===== config.mk =====
export PLATFORM = sky130hd
export DESIGN_NAME = scalar_kalman_filter_bank
export DESIGN_NICKNAME = d
export VERILOG_FILES = /design/src/design/skfb_pkg.sv /design/src/design/skfb_alu.sv /design/src/design/skfb_core.sv /design/src/design/scalar_kalman_filter_bank.sv
export VERILOG_INCLUDE_DIRS = /design/src /design/src/design
export SDC_FILE = /design/constraint.sdc
export NUM_CORES = 1
export LEC_CHECK = 0
export ABC_CLOCK_PERIOD_IN_PS = 20100
export BUFFER_PORTS_ARGS = -buffer_cell sky130_fd_sc_hd__buf_2
export CAP_MARGIN = 15
export CORE_UTILIZATION = 25
export CTS_CLUSTER_DIAMETER = 150
export DETAILED_ROUTE_END_ITERATION = 6
export GPL_ROUTABILITY_DRIVEN = 0
export GPL_TIMING_DRIVEN = 0
export PLACE_DENSITY = 0.39
export SETUP_SLACK_MARGIN = 0.2
export SLEW_MARGIN = 20
export SYNTH_ARGS = -nofsm -noshare
export SYNTH_HDL_FRONTEND = slang
export SYNTH_SLANG_ARGS = --single-unit
export TNS_END_PERCENT = 1

===== constraint.sdc =====
create_clock -name clk -period 20.1 [get_ports clk]
set_clock_uncertainty 0.2 [all_clocks]
set_input_delay 3.015 -clock clk [delete_from_list [all_inputs] [get_ports clk]]
set_output_delay 3.015 -clock clk [all_outputs]
set_load 0.05 [all_outputs]

===== src/design/scalar_kalman_filter_bank_defines.svh =====
// Assertion macros shared by the scalar Kalman filter bank RTL.
// Each macro expects clk and rst_n in the scope where it is used.
`ifndef SCALAR_KALMAN_FILTER_BANK_DEFINES_SVH
`define SCALAR_KALMAN_FILTER_BANK_DEFINES_SVH

// Same-cycle implication, disabled while in reset.
`define SKFB_ASSERT_HOLDS(name, cond, expr, msg) \
    name: assert property (@(posedge clk) disable iff (!rst_n) (cond) |-> (expr)) \
        else $error(msg);

// Next-cycle implication, disabled while in reset.
`define SKFB_ASSERT_NEXT(name, cond, expr, msg) \
    name: assert property (@(posedge clk) disable iff (!rst_n) (cond) |=> (expr)) \
        else $error(msg);

`endif


===== src/design/skfb_pkg.sv =====
// Package for the scalar Kalman filter bank: field widths, defaults,
// register codes and the word types of both channels. No dependencies.
package skfb_pkg;

    localparam int CHANNELS_DEF  = 8;
    localparam int FRAC_BITS_DEF = 16;

    localparam int GAIN_BITS = 16;
    localparam int CHAN_W    = 3;
    localparam int SAMPLE_W  = 16;
    localparam int EST_W     = 32;
    localparam int COV_W     = 32;
    localparam int CFG_W     = 31;
    localparam int CFG_IDX_W = 1;

    // Register reset values, integer part only (scaled by FRAC_BITS at use)
    localparam int NOISE_R_INIT   = 40;
    localparam int PROCESS_Q_INIT = 10;

    typedef enum logic [CFG_IDX_W-1:0] {
        REG_NOISE_R   = 1'b0,
        REG_PROCESS_Q = 1'b1
    } cfg_reg_t;

    typedef struct packed {
        logic [CHAN_W-1:0]          channel;
        logic signed [SAMPLE_W-1:0] sample;
    } meas_t;

    typedef struct packed {
        logic [CHAN_W-1:0]       out_channel;
        logic signed [EST_W-1:0] estimate;
        logic [GAIN_BITS-1:0]    gain;
    } filt_t;

    typedef struct packed {
        logic busy;
        logic done;
    } skfb_stat_t;

endpackage


===== src/design/skfb_alu.sv =====
// Shared adder/subtractor of the filter core, one operation per cycle.
// Depends on nothing but its width parameter.
module skfb_alu #(
    parameter int W = 35
) (
    input  logic signed [W-1:0] a,
    input  logic signed [W-1:0] b,
    input  logic                sub,
    output logic signed [W-1:0] y
);

    assign y = sub ? (a - b) : (a + b);

endmodule


===== src/design/skfb_core.sv =====
// Filter core: per-channel estimate and covariance stores, the sequencer and
// its datapath around one shared adder. Depends on skfb_pkg and skfb_alu.
`include "scalar_kalman_filter_bank_defines.svh"

module skfb_core
    import skfb_pkg::*;
#(
    parameter int CHANNELS  = CHANNELS_DEF,
    parameter int FRAC_BITS = FRAC_BITS_DEF
) (
    input  logic             clk,
    input  logic             rst_n,
    input  logic             start,
    input  meas_t            meas_in,
    input  logic [CFG_W-1:0] noise_r,
    input  logic [CFG_W-1:0] process_q,
    input  logic             take,
    output skfb_stat_t       stat,
    output filt_t            res
);

    localparam int IDX_W  = (CHANNELS > 1) ? $clog2(CHANNELS) : 1;
    localparam int Z_W    = SAMPLE_W + FRAC_BITS;
    localparam int DIFF_W = ((Z_W > EST_W) ? Z_W : EST_W) + 1;
    localparam int SUM_W  = COV_W + 1;
    localparam int AW     = (DIFF_W + 1 > COV_W + 3) ? DIFF_W + 1 : COV_W + 3;
    localparam int CNT_W  = $clog2(GAIN_BITS + 1);
    localparam int KI_W   = $clog2(GAIN_BITS);

    typedef enum logic [3:0] {
        S_IDLE, S_READ, S_SUM, S_DIV, S_DIFF, S_MULX, S_ADDX, S_MULP, S_ADDQ, S_DONE
    } state_t;

    state_t                     state_reg;
    logic [CHAN_W-1:0]          chan_reg;
    logic signed [SAMPLE_W-1:0] samp_reg;
    logic                       hit_reg;
    logic [EST_W-1:0]           x_rd_reg;
    logic [COV_W-1:0]           p_rd_reg;
    logic [SUM_W-1:0]           sum_reg;
    logic [SUM_W-1:0]           rem_reg;
    logic [GAIN_BITS-1:0]       k_reg;
    logic signed [DIFF_W-1:0]   diff_reg;
    logic signed [AW-1:0]       acc_reg;
    logic [CNT_W-1:0]           cnt_reg;
    logic [EST_W-1:0]           nx_reg;
    filt_t                      res_reg;
    logic [CHANNELS-1:0]        vld_reg;

    logic [EST_W-1:0] est_mem [CHANNELS];
    logic [COV_W-1:0] cov_mem [CHANNELS];

    logic [IDX_W-1:0]        idx;
    logic signed [EST_W-1:0] x_cur;
    logic [COV_W-1:0]        p_cur;
    logic signed [Z_W-1:0]   z_full;
    logic [GAIN_BITS:0]      m_w;
    logic [KI_W-1:0]         kidx;
    logic signed [AW-1:0]    alu_a;
    logic signed [AW-1:0]    alu_b;
    logic                    alu_sub;
    logic signed [AW-1:0]    alu_y;
    logic                    div_take;
    logic                    est_ovf;
    logic [EST_W-1:0]        est_sat;
    logic [COV_W-1:0]        cov_sat;
    logic                    chan_ok;

    assign idx     = IDX_W'(chan_reg);
    assign chan_ok = (32'(meas_in.channel) < CHANNELS);
    assign x_cur   = hit_reg ? signed'(x_rd_reg) : '0;
    assign p_cur   = hit_reg ? p_rd_reg : '0;
    assign z_full  = {samp_reg, {FRAC_BITS{1'b0}}};
    assign m_w     = (GAIN_BITS + 1)'(1 << GAIN_BITS) - {1'b0, k_reg};
    assign kidx    = cnt_reg[KI_W-1:0];

    // Operand select for the shared adder
    always_comb
    begin
        alu_a   = acc_reg;
        alu_b   = '0;
        alu_sub = 1'b0;
        case (state_reg)
            S_SUM:
            begin
                alu_a = AW'(p_cur);
                alu_b = AW'(noise_r);
            end
            S_DIV:
            begin
                alu_a   = AW'({rem_reg, 1'b0});
                alu_b   = AW'(sum_reg);
                alu_sub = 1'b1;
            end
            S_DIFF:
            begin
                alu_a   = AW'(z_full);
                alu_b   = AW'(x_cur);
                alu_sub = 1'b1;
            end
            S_MULX:
            begin
                alu_b = k_reg[kidx] ? AW'(diff_reg) : '0;
            end
            S_ADDX:
            begin
                alu_a = AW'(x_cur);
                alu_b = acc_reg;
            end
            S_MULP:
            begin
                alu_b = m_w[cnt_reg] ? AW'(p_cur) : '0;
            end
            S_ADDQ:
            begin
                alu_b = AW'(process_q);
            end
            default:
            begin
                alu_b = '0;
            end
        endcase
    end

    skfb_alu #(
        .W (AW)
    ) u_alu (
        .a   (alu_a),
        .b   (alu_b),
        .sub (alu_sub),
        .y   (alu_y)
    );

    assign div_take = ~alu_y[AW-1];
    assign est_ovf  = (alu_y[AW-1:EST_W-1] != {(AW - EST_W + 1){alu_y[AW-1]}});
    assign est_sat  = est_ovf ? (alu_y[AW-1] ? {1'b1, {(EST_W - 1){1'b0}}}
                                             : {1'b0, {(EST_W - 1){1'b1}}})
                              : alu_y[EST_W-1:0];
    assign cov_sat  = (alu_y[AW-1:COV_W] != '0) ? '1 : alu_y[COV_W-1:0];

    // Per-channel stores: registered read, write at the end of an update
    always_ff @(posedge clk)
    begin
        if (state_reg == S_READ)
        begin
            x_rd_reg <= est_mem[idx];
            p_rd_reg <= cov_mem[idx];
        end
        if (state_reg == S_ADDQ)
        begin
            est_mem[idx] <= nx_reg;
            cov_mem[idx] <= cov_sat;
        end
    end

    always_ff @(posedge clk or negedge rst_n)
    begin
        if (!rst_n)
        begin
            state_reg <= S_IDLE;
            chan_reg  <= '0;
            samp_reg  <= '0;
            hit_reg   <= 1'b0;
            sum_reg   <= '0;
            rem_reg   <= '0;
            k_reg     <= '0;
            diff_reg  <= '0;
            acc_reg   <= '0;
            cnt_reg   <= '0;
            nx_reg    <= '0;
            res_reg   <= '0;
            vld_reg   <= '0;
        end
        else
        begin
            case (state_reg)
                S_IDLE:
                begin
                    if (start)
                    begin
                        chan_reg <= meas_in.channel;
                        samp_reg <= meas_in.sample;
                        if (chan_ok)
                        begin
                            state_reg <= S_READ;
                        end
                        else
                        begin
                            // channel beyond the bank: empty result, no update
                            res_reg   <= '{out_channel: meas_in.channel,
                                           estimate: '0, gain: '0};
                            state_reg <= S_DONE;
                        end
                    end
                end
                S_READ:
                begin
                    hit_reg   <= vld_reg[idx];
                    state_reg <= S_SUM;
                end
                S_SUM:
                begin
                    sum_reg <= alu_y[SUM_W-1:0];
                    rem_reg <= SUM_W'(p_cur);
                    cnt_reg <= '0;
                    k_reg   <= '0;
                    if (noise_r == '0)
                    begin
                        // no divide: gain is zero or saturates at full scale
                        k_reg     <= (p_cur == '0) ? '0 : '1;
                        state_reg <= S_DIFF;
                    end
                    else
                    begin
                        state_reg <= S_DIV;
                    end
                end
                S_DIV:
                begin
                    rem_reg <= div_take ? alu_y[SUM_W-1:0] : {rem_reg[SUM_W-2:0], 1'b0};
                    k_reg   <= {k_reg[GAIN_BITS-2:0], div_take};
                    cnt_reg <= cnt_reg + 1'b1;
                    if (cnt_reg == CNT_W'(GAIN_BITS - 1))
                    begin
                        state_reg <= S_DIFF;
                    end
                end
                S_DIFF:
                begin
                    diff_reg  <= alu_y[DIFF_W-1:0];
                    acc_reg   <= '0;
                    cnt_reg   <= '0;
                    state_reg <= S_MULX;
                end
                S_MULX:
                begin
                    acc_reg <= alu_y >>> 1;
                    cnt_reg <= cnt_reg + 1'b1;
                    if (cnt_reg == CNT_W'(GAIN_BITS - 1))
                    begin
                        state_reg <= S_ADDX;
                    end
                end
                S_ADDX:
                begin
                    nx_reg    <= est_sat;
                    acc_reg   <= '0;
                    cnt_reg   <= '0;
                    state_reg <= S_MULP;
                end
                S_MULP:
                begin
                    // the top multiplier bit has weight one: add it without a shift
                    acc_reg <= (cnt_reg == CNT_W'(GAIN_BITS)) ? alu_y : (alu_y >>> 1);
                    cnt_reg <= cnt_reg + 1'b1;
                    if (cnt_reg == CNT_W'(GAIN_BITS))
                    begin
                        state_reg <= S_ADDQ;
                    end
                end
                S_ADDQ:
                begin
                    res_reg      <= '{out_channel: chan_reg, estimate: nx_reg, gain: k_reg};
                    vld_reg[idx] <= 1'b1;
                    state_reg    <= S_DONE;
                end
                S_DONE:
                begin
                    if (take)
                    begin
                        state_reg <= S_IDLE;
                    end
                end
                default:
                begin
                    state_reg <= S_IDLE;
                end
            endcase
        end
    end

    assign stat.busy = (state_reg != S_IDLE);
    assign stat.done = (state_reg == S_DONE);
    assign res       = res_reg;

    `SKFB_ASSERT_HOLDS(a_div_rem_below_sum, state_reg == S_DIV, rem_reg < sum_reg, "divide remainder not below divisor")
    `SKFB_ASSERT_HOLDS(a_cov_scale_bound, state_reg == S_ADDQ, acc_reg <= AW'(p_cur), "scaled covariance exceeds old covariance")
    `SKFB_ASSERT_HOLDS(a_bad_chan_empty, state_reg == S_DONE && 32'(chan_reg) >= CHANNELS, res_reg.estimate == '0 && res_reg.gain == '0, "out-of-range channel gave nonzero result")
    `SKFB_ASSERT_NEXT(a_write_marks_valid, state_reg == S_ADDQ, state_reg == S_DONE && vld_reg[idx], "store write did not mark entry valid")

endmodule


===== src/design/scalar_kalman_filter_bank.sv =====
// Top level of the scalar Kalman filter bank: configuration registers,
// input handshake and output word register. Depends on skfb_pkg, skfb_core.
//
//  Channel   Direction  Handshake             Word
//  meas      in         meas_valid/stall      meas_t: channel, sample
//  filt      out        filt_valid/stall      filt_t: out_channel, estimate, gain
//  cfg       in         cfg_we (no wait)      cfg_index, cfg_data
//
// An in-range word holds the core busy until its result is handed on
// (the divide is skipped when noise_r is zero); the shared adder in the core
// runs a 16-step restoring divide and two 16/17-step shift-add multiplies.
// An out-of-range channel skips the update and goes straight to its result.
// Reset clears both stores (through per-entry valid bits) and loads
// noise_r = 40.0 and process_q = 10.0. A stalled output holds the finished
// word while the core is free to take the next input word.
module scalar_kalman_filter_bank
    import skfb_pkg::*;
#(
    parameter int CHANNELS  = CHANNELS_DEF,
    parameter int FRAC_BITS = FRAC_BITS_DEF
) (
    input  logic                 clk,
    input  logic                 rst_n,
    input  logic                 meas_valid,
    output logic                 meas_stall,
    input  meas_t                meas,
    output logic                 filt_valid,
    input  logic                 filt_stall,
    output filt_t                filt,
    input  logic                 cfg_we,
    input  logic [CFG_IDX_W-1:0] cfg_index,
    input  logic [CFG_W-1:0]     cfg_data
);

    localparam logic [CFG_W-1:0] NOISE_R_RST   = CFG_W'(NOISE_R_INIT << FRAC_BITS);
    localparam logic [CFG_W-1:0] PROCESS_Q_RST = CFG_W'(PROCESS_Q_INIT << FRAC_BITS);

    logic [CFG_W-1:0] noise_r_reg;
    logic [CFG_W-1:0] process_q_reg;
    logic             filt_valid_reg;
    logic             filt_valid_next;
    filt_t            filt_reg;

    skfb_stat_t core_stat;
    filt_t      core_res;
    logic       meas_accept;
    logic       res_load;

    // Configuration writes; an unknown index is dropped
    always_ff @(posedge clk or negedge rst_n)
    begin
        if (!rst_n)
        begin
            noise_r_reg   <= NOISE_R_RST;
            process_q_reg <= PROCESS_Q_RST;
        end
        else if (cfg_we)
        begin
            case (cfg_reg_t'(cfg_index))
                REG_NOISE_R:   noise_r_reg   <= cfg_data;
                REG_PROCESS_Q: process_q_reg <= cfg_data;
                default:       noise_r_reg   <= noise_r_reg;
            endcase
        end
    end

    // Hold off new words while the core iterates on one
    assign meas_stall  = core_stat.busy;
    assign meas_accept = meas_valid & ~meas_stall;

    skfb_core #(
        .CHANNELS  (CHANNELS),
        .FRAC_BITS (FRAC_BITS)
    ) u_core (
        .clk       (clk),
        .rst_n     (rst_n),
        .start     (meas_accept),
        .meas_in   (meas),
        .noise_r   (noise_r_reg),
        .process_q (process_q_reg),
        .take      (res_load),
        .stat      (core_stat),
        .res       (core_res)
    );

    // Advance the finished word into the output register when it is empty
    // or being emptied in this cycle
    assign res_load = core_stat.done & (~filt_valid_reg | ~filt_stall);

    always_comb
    begin
        filt_valid_next = filt_valid_reg;
        if (res_load)
        begin
            filt_valid_next = 1'b1;
        end
        else if (!filt_stall)
        begin
            filt_valid_next = 1'b0;
        end
    end

    always_ff @(posedge clk or negedge rst_n)
    begin
        if (!rst_n)
        begin
            filt_valid_reg <= 1'b0;
        end
        else
        begin
            filt_valid_reg <= filt_valid_next;
        end
    end

    always_ff @(posedge clk)
    begin
        if (res_load)
        begin
            filt_reg <= core_res;
        end
    end

    assign filt_valid = filt_valid_reg;
    assign filt       = filt_reg;

endmodule


---- Word-level counts from Yosys, hierarchy flattened ----
Memory sizes are Yosys's and may differ from the RTL's. A register that Yosys moved wholly into a read port is not among the register bits.
Index checks and enable logic that the tools add are counted.
cells by class
  add/sub/neg operators ................... 4
  order comparisons ....................... 4
  equality and inequality tests ........... 18
  muxes and demuxes ....................... 38
  bitwise logic cells ..................... 9
  reduce and logical (&&, ||, !) cells .... 17
operators with widths
  cell                                                    number
  one-hot mux 35 bit (7 select lines)                     1
  two-way mux 32 bit                                      6
  one-hot mux 35 bit (4 select lines)                     1
  one-hot mux 35 bit (3 select lines)                     1
  two-way mux 35 bit                                      2
  one-hot mux 33 bit (2 select lines)                     1
  one-hot mux 4 bit (10 select lines)                     1
  adder 35 bit                                            1
  subtractor 35 bit                                       1
  two-way mux 34 bit                                      1
  two-way mux 33 bit                                      1
  logical NOT 32 bit                                      1
  two-way mux 16 bit                                      2
  one-hot mux 16 bit (2 select lines)                     1
  logical NOT 31 bit                                      1
  two-way mux 4 bit                                       5
  subtractor 17 x 16 -> 17 bit (first input constant)     1
  == test 4 x 3 -> 1 bit (second input constant)          4
  inequality test 2 x 1 -> 1 bit (second input constant)  5
  one-hot mux 5 bit (2 select lines)                      1
  two-way mux 1 bit                                       9
  == test 4 x 2 -> 1 bit (second input constant)          2
  == test 4 bit (second input constant)                   2
  bitwise OR 8 bit                                        1
  27 further kinds                                        38
storage, ports and cells
  flip-flop bits (word level) ............. 384
  memory bits (writable) .................. 512
  bits of input ports ..................... 56
  output and inout bits ................... 53
  word-level logic and storage cells ...... 113
  memories ................................ 2
memory list
  memory          words  bits a word  rd ports  clocked after Yosys merged registers in  wr ports  RTL line         text
  u_core.cov_mem  8      32           1         1                                        1         skfb_core.sv:51  logic [COV_W-1:0] cov_mem [CHANNELS];
  u_core.est_mem  8      32           1         1                                        1         skfb_core.sv:50  logic [EST_W-1:0] est_mem [CHANNELS];

---- Longest topological paths before layout ----
  depth in word-level cells ............... 9
  mapped depth ............................ 36
  mapped depth without buffers ............ 33

---- Cells and area by module ----
A second synthesis with hierarchy kept.
unflattened totals
  cells, all modules ...................... 2976
  area total of the unflattened synthesis .. 42839.8 um^2
by module, submodules not included
  module                     instances  cells each  area each (um^2)  seq. area each (um^2)
  skfb_core                  1          2383        36029.6           24053.1
  scalar_kalman_filter_bank  1          187         4042.6            3113.0
  skfb_alu                   1          406         2767.7            0.0

---- Worst setup path after synthesis ----
OpenSTA, ideal clock, no wires.
  path type ............................... reg2reg
  start point ............................. register u_core.state_reg[2]
  end point ............................... register u_core.vld_reg[0]
  setup time .............................. 0.103 ns
  arrival time ............................ 8.193 ns
  data required time ...................... 19.797 ns
  slack ................................... 11.604 ns
  cell stages (with the launch flop) ...... 9
  buffers on the path ..................... 4
  clock period less this slack ............ 8.496 ns
  cell sequence ........................... dfrtp_1 > clkbuf_1 > clkbuf_1 > buf_1 > clkbuf_1 > nor2_1 > nand2_1 > nor4_1 > or2_2
on the way
  longest elaborated chain between the ends .. 1
RTL lines
  element                          RTL line          text
  from (decl)                      skfb_core.sv:34   state_t state_reg;
  from (signal assigned)           skfb_core.sv:160  state_reg <= S_IDLE;
  from (signal assigned)           skfb_core.sv:185  state_reg <= S_READ;
  from (signal assigned)           skfb_core.sv:192  state_reg <= S_DONE;
  == test 4 bit                    skfb_core.sv:176  case (state_reg)
  to (signal assigned)             skfb_core.sv:172  vld_reg <= '0;
  to (signal, indexed assignment)  skfb_core.sv:264  vld_reg[idx] <= 1'b1;
  to (decl)                        skfb_core.sv:48   logic [CHANNELS-1:0] vld_reg;
No other way between the ends.
A chain may end at the register's enable or synchronous reset.

---- Worst setup path after layout ----
  start point ............................. register u_core.hit_reg
  end point ............................... memory u_core.cov_mem[2][9], data pin
on the way
  longest elaborated chain between the ends .. 7
  elaborated cells on any way between the ends .. 10
  classes of those cells .................. add/sub: 2; mux: 7; reduce/logical: 1
RTL lines
  element                                                   RTL line          text
  from (decl)                                               skfb_core.sv:37   logic hit_reg;
  from (signal assigned)                                    skfb_core.sv:198  hit_reg <= vld_reg[idx];
  two-way mux 32 bit                                        skfb_core.sv:72   assign p_cur = hit_reg ? p_rd_reg : '0;
  two-way mux 32 bit                                        skfb_core.sv:112  alu_b = m_w[cnt_reg] ? AW'(p_cur) : '0;
  one-hot mux 35 bit (7 select lines)                       skfb_core.sv:83   case (state_reg)
  adder 35 bit / subtractor 35 bit (equally long branches)  skfb_alu.sv:12    assign y = sub ? (a - b) : (a + b);
  two-way mux 35 bit (*)                                    skfb_alu.sv:12
  nonzero test 3 bit                                        skfb_core.sv:139  assign cov_sat = (alu_y[AW-1:COV_W] != '0) ? '1 : alu_y[COV_W-1:0];
  two-way mux 32 bit (*)                                    skfb_core.sv:139
  named net u_core.cov_sat[9]                               skfb_core.sv:66   logic [COV_W-1:0] cov_sat;
  to (decl)                                                 skfb_core.sv:51
The timed path passes the listed nets; every way through them passes the cells marked *.

==> metrics.txt <==
# TYPE chip_impl_metric gauge
chip_impl_metric{name="via_per_instance_ratio",unit=""} 5.12
chip_impl_metric{name="worst-path-max-fanout",unit=""} 10
chip_impl_metric{name="number_of_enable_type_register_cells_in_the_synthesized_netlist",unit=""} 627
chip_impl_metric{name="grt_antenna_before_repair",unit=""} 6
chip_impl_info{name="status",value="finished, violations left"} 1
chip_impl_metric{name="hold_violations_final",unit=""} 0
chip_impl_metric{name="cp_num_buf_inv",unit=""} 9
chip_impl_metric{name="syn-num-nets",unit=""} 3247
chip_impl_metric{name="r2r_cells",unit=""} 32
chip_impl_info{name="worst_setup_path_start_kind",value="flop"} 1
chip_impl_metric{name="proportion_of_synthesized_chip_area_in_sequential_cells",unit="%"} 63.3
chip_impl_info{name="hold_class",value="flop to flop"} 1
chip_impl_info{name="cts_tree",value="built"} 1
chip_impl_info{name="synth.top_cells.by_area",value="sky130_fd_sc_hd__edfxtp_1 44%, sky130_fd_sc_hd__dfrtp_1 19%, sky130_fd_sc_hd__mux4_2 6.9%"} 1
chip_impl_metric{name="time_the_final_worst_path_needs_with_i_o_delays_and_setup",unit="ps"} 13160
chip_impl_metric{name="cp.depth",unit=""} 32
chip_impl_metric{name="cts_buffers",unit=""} 106
chip_impl_metric{name="grt_first_pass_wirelength",unit="um"} 235000
chip_impl_metric{name="post-cts-setup-buffers",unit=""} 0
chip_impl_metric{name="relSlewSlack",unit="%"} 16.9
chip_impl_metric{name="drt_wl_total",unit="um"} 169000
chip_impl_metric{name="finalSetupTns",unit="ps"} 0
chip_impl_info{name="yosys.area.top_type",value="sky130_fd_sc_hd__edfxtp_1"} 1
chip_impl_metric{name="final_min_period_over_clock_period",unit="%"} 65.5
chip_impl_metric{name="detailroute.via_count",unit=""} 29627
chip_impl_metric{name="grt_usage",unit="%"} 19.2
chip_impl_metric{name="core",unit="sq um"} 170000
chip_impl_metric{name="std_cell_rows",unit=""} 151
chip_impl_metric{name="worst_hold_slack",unit="ps"} 245
chip_impl_metric{name="register_area",unit="sq um"} 27200
chip_impl_metric{name="detail_route.drc_violations",unit=""} 18
chip_impl_metric{name="h-tree-depth",unit=""} 3
chip_impl_info{name="ctsRootBufferMaster",value="sky130_fd_sc_hd__clkbuf_16"} 1
chip_impl_metric{name="top_level_ports",unit=""} 109
chip_impl_metric{name="fmax",unit="GHz"} 0.0760
chip_impl_metric{name="via_count_of_the_first_global_routing_pass",unit=""} 29475
chip_impl_info{name="largest_registers",value="u_core.cov_mem (256), u_core.est_mem (256)"} 1
chip_impl_metric{name="width_of_the_die",unit="um"} 416
chip_impl_metric{name="clk_transition_reported_paths",unit="ps"} 70
chip_impl_metric{name="synth_seq_cells",unit=""} 960
chip_impl_metric{name="post_cts_resize_count",unit=""} 0
chip_impl_metric{name="cpPeakStageDelay",unit="ps"} 970
chip_impl_info{name="most_common_cell_after_layout_fill_and_taps_aside",value="sky130_fd_sc_hd__edfxtp_1"} 1
chip_impl_metric{name="multi_input_comb_area",unit="sq um"} 14900
chip_impl_info{name="top_library_cells_by_usage_in_the_layout_fill_and_taps_aside",value="627 x sky130_fd_sc_hd__edfxtp_1, 395 x sky130_fd_sc_hd__nand2_1, 329 x sky130_fd_sc_hd__dfrtp_1"} 1
chip_impl_metric{name="globalRoute.totalOverflow",unit=""} 0
chip_impl_metric{name="floorplan.die_area",unit="sq um"} 173000
chip_impl_metric{name="postCtsHoldBufs",unit=""} 0
chip_impl_metric{name="final_critical_path_setup_slack",unit="ps"} 6940
chip_impl_metric{name="n_fill_cell",unit=""} 17199
chip_impl_info{name="critical_path.top_delay_family",value="buffers and inverters"} 1
chip_impl_metric{name="synthDominantCellAreaShare",unit="%"} 43.9
chip_impl_info{name="crit_path_frequent_cell",value="sky130_fd_sc_hd__clkbuf_1"} 1
chip_impl_info{name="rsz0062_at_grt",value="no"} 1
chip_impl_info{name="worst_setup_path_end_kind",value="flop"} 1
chip_impl_metric{name="crit_required",unit="ps"} 20270
chip_impl_metric{name="drt_iter0_drc",unit=""} 3337
chip_impl_metric{name="yosysWarnings",unit=""} 0
chip_impl_metric{name="number_of_different_library_cells_in_the_post_synthesis_netlist",unit=""} 101
chip_impl_metric{name="setup_viol",unit=""} 0
chip_impl_metric{name="number_of_cells_produced_by_synthesis",unit=""} 3151
chip_impl_metric{name="final_layout_size_suffix_gt1_share",unit="%"} 22.5
chip_impl_metric{name="grt_max_degree",unit=""} 86
chip_impl_metric{name="detailedPlace.worstSlack",unit="ps"} 7970
chip_impl_metric{name="clock_sink_count",unit=""} 960
chip_impl_metric{name="async_flop_share",unit="%"} 34.7
chip_impl_metric{name="flow.area_growth_from_synthesis",unit="%"} 19.0
chip_impl_metric{name="routedWlPerCell",unit="um"} 29.1
chip_impl_info{name="postSynth.topFlopCell",value="sky130_fd_sc_hd__edfxtp_1"} 1
chip_impl_metric{name="min_delay_path_depth",unit=""} 0
chip_impl_info{name="crit_slowest_cell",value="sky130_fd_sc_hd__clkbuf_1"} 1
chip_impl_metric{name="detailed_place_hpwl",unit="um"} 128000
chip_impl_metric{name="die_h",unit="um"} 416
chip_impl_info{name="violations_in_the_final_reports",value="DRC"} 1
chip_impl_metric{name="start_util",unit="%"} 25.2
chip_impl_metric{name="count_of_max_cap_constraint_violations",unit=""} 0
chip_impl_metric{name="total_iterations_of_the_first_detailed_routing_run",unit=""} 7
chip_impl_metric{name="worst_skew_pair.late_latency",unit="ps"} 750
chip_impl_metric{name="tightestPinTransition",unit="ps"} 1250
chip_impl_metric{name="netlist_area",unit="sq um"} 42900
chip_impl_metric{name="cts.path.max_buffers",unit=""} 3
chip_impl_metric{name="slew_viol_final",unit=""} 0
chip_impl_metric{name="critPathArrivalTime",unit="ps"} 13330
chip_impl_metric{name="antenna_violating_nets_post_route",unit=""} 0
chip_impl_metric{name="final_net_count",unit=""} 3562
chip_impl_metric{name="placement.io_buffers",unit=""} 108
chip_impl_metric{name="avgSynthCellArea",unit="sq um"} 13.6
chip_impl_info{name="worstSetupPathType",value="flop to flop"} 1
[logic make-up after synthesis]
family	after synthesis	synth area share (%)
AO/OA/AOI/OAI	681	11.2
XOR/XNOR	93	1.96
adder cells (fa/ha/maj)	40	1.18
buffers and inverters	248	2.33
flip-flops	960	63.3
multiplexers	307	11.4
AND/OR/NAND/NOR	822	8.64
[cells in the mapped netlist, types with 14 or more instances]
cell type and number:
sky130_fd_sc_hd__a22o_1 20, sky130_fd_sc_hd__xnor2_1 52, sky130_fd_sc_hd__a22oi_1 29, sky130_fd_sc_hd__a21o_1 17, sky130_fd_sc_hd__nor3_1 35, sky130_fd_sc_hd__nand3_1 46
sky130_fd_sc_hd__mux2_2 154, sky130_fd_sc_hd__a21oi_1 131, sky130_fd_sc_hd__nor2_1 192, sky130_fd_sc_hd__nor4_1 17, sky130_fd_sc_hd__nand2b_1 16, sky130_fd_sc_hd__o21a_1 14
sky130_fd_sc_hd__a222oi_1 22, sky130_fd_sc_hd__o22ai_1 15, sky130_fd_sc_hd__a31oi_1 41, sky130_fd_sc_hd__a221oi_1 51, sky130_fd_sc_hd__o211ai_1 21, sky130_fd_sc_hd__nand4_1 16
sky130_fd_sc_hd__ha_1 39, sky130_fd_sc_hd__o21ai_0 152, sky130_fd_sc_hd__edfxtp_1 627, sky130_fd_sc_hd__xor2_1 39, sky130_fd_sc_hd__inv_1 39, sky130_fd_sc_hd__mux4_2 131
sky130_fd_sc_hd__o221ai_1 14, sky130_fd_sc_hd__nand2_1 395, sky130_fd_sc_hd__mux2i_1 20, sky130_fd_sc_hd__o221a_2 24, sky130_fd_sc_hd__buf_1 24, sky130_fd_sc_hd__dfrtp_1 329
sky130_fd_sc_hd__clkbuf_1 164, sky130_fd_sc_hd__a32oi_1 26
[worst paths after layout]
path                            slack (ps)                   end      startpoint
worst max register to register        6940  u_core.cov_mem[2][9]  u_core.hit_reg
worst max-delay path                  6940  u_core.cov_mem[2][9]  u_core.hit_reg
worst min-delay path                   250              filt[48]  u_core.res[48]
min in group asynchronous             2000        u_core.res[19]           rst_n
max in group asynchronous            16450   u_core.samp_reg[13]           rst_n
worst min register to register         250              filt[48]  u_core.res[48]
[layout make-up]
type | count | area share [%]
Tap cell | 2218 | 5.43
Sequential cell | 960 | 53.2
Buffer | 208 | 1.72
Timing Repair Buffer | 207 | 3.40
Clock inverter | 52 | 1.01
Multi-Input combinational cell | 1943 | 29.2
Clock buffer | 148 | 5.78
Inverter | 40 | 0.294
Antenna cell | 5 | 0.0245
[per-stage QoR]
step | utilization [%] | instances | cell area (sq um)
floorplan | - | 3151 | 42900
global placement | 27.2 | 5477 | 46200
detailed placement | 28.0 | 5575 | 47600
CTS | 30.0 | 5775 | 51000
global route | 30.0 | 5776 | 51100
finish | 30.0 | 5781 | 51100
[metal layers]
metal / GRT usage [%] / up-vias / part of all wire (%)
met5: 0 / - / 0.011
met1: 26.4 / 15432 / 45
met4: 7.33 / 2 / 3.9
met2: 29.7 / 1129 / 45
met3: 3.71 / 284 / 6.1
li1: - / 12780 / -
Power is left out: the tool's default activity adds up to more than one toggle a clock period on the data nets, which glitch-free logic cannot reach.
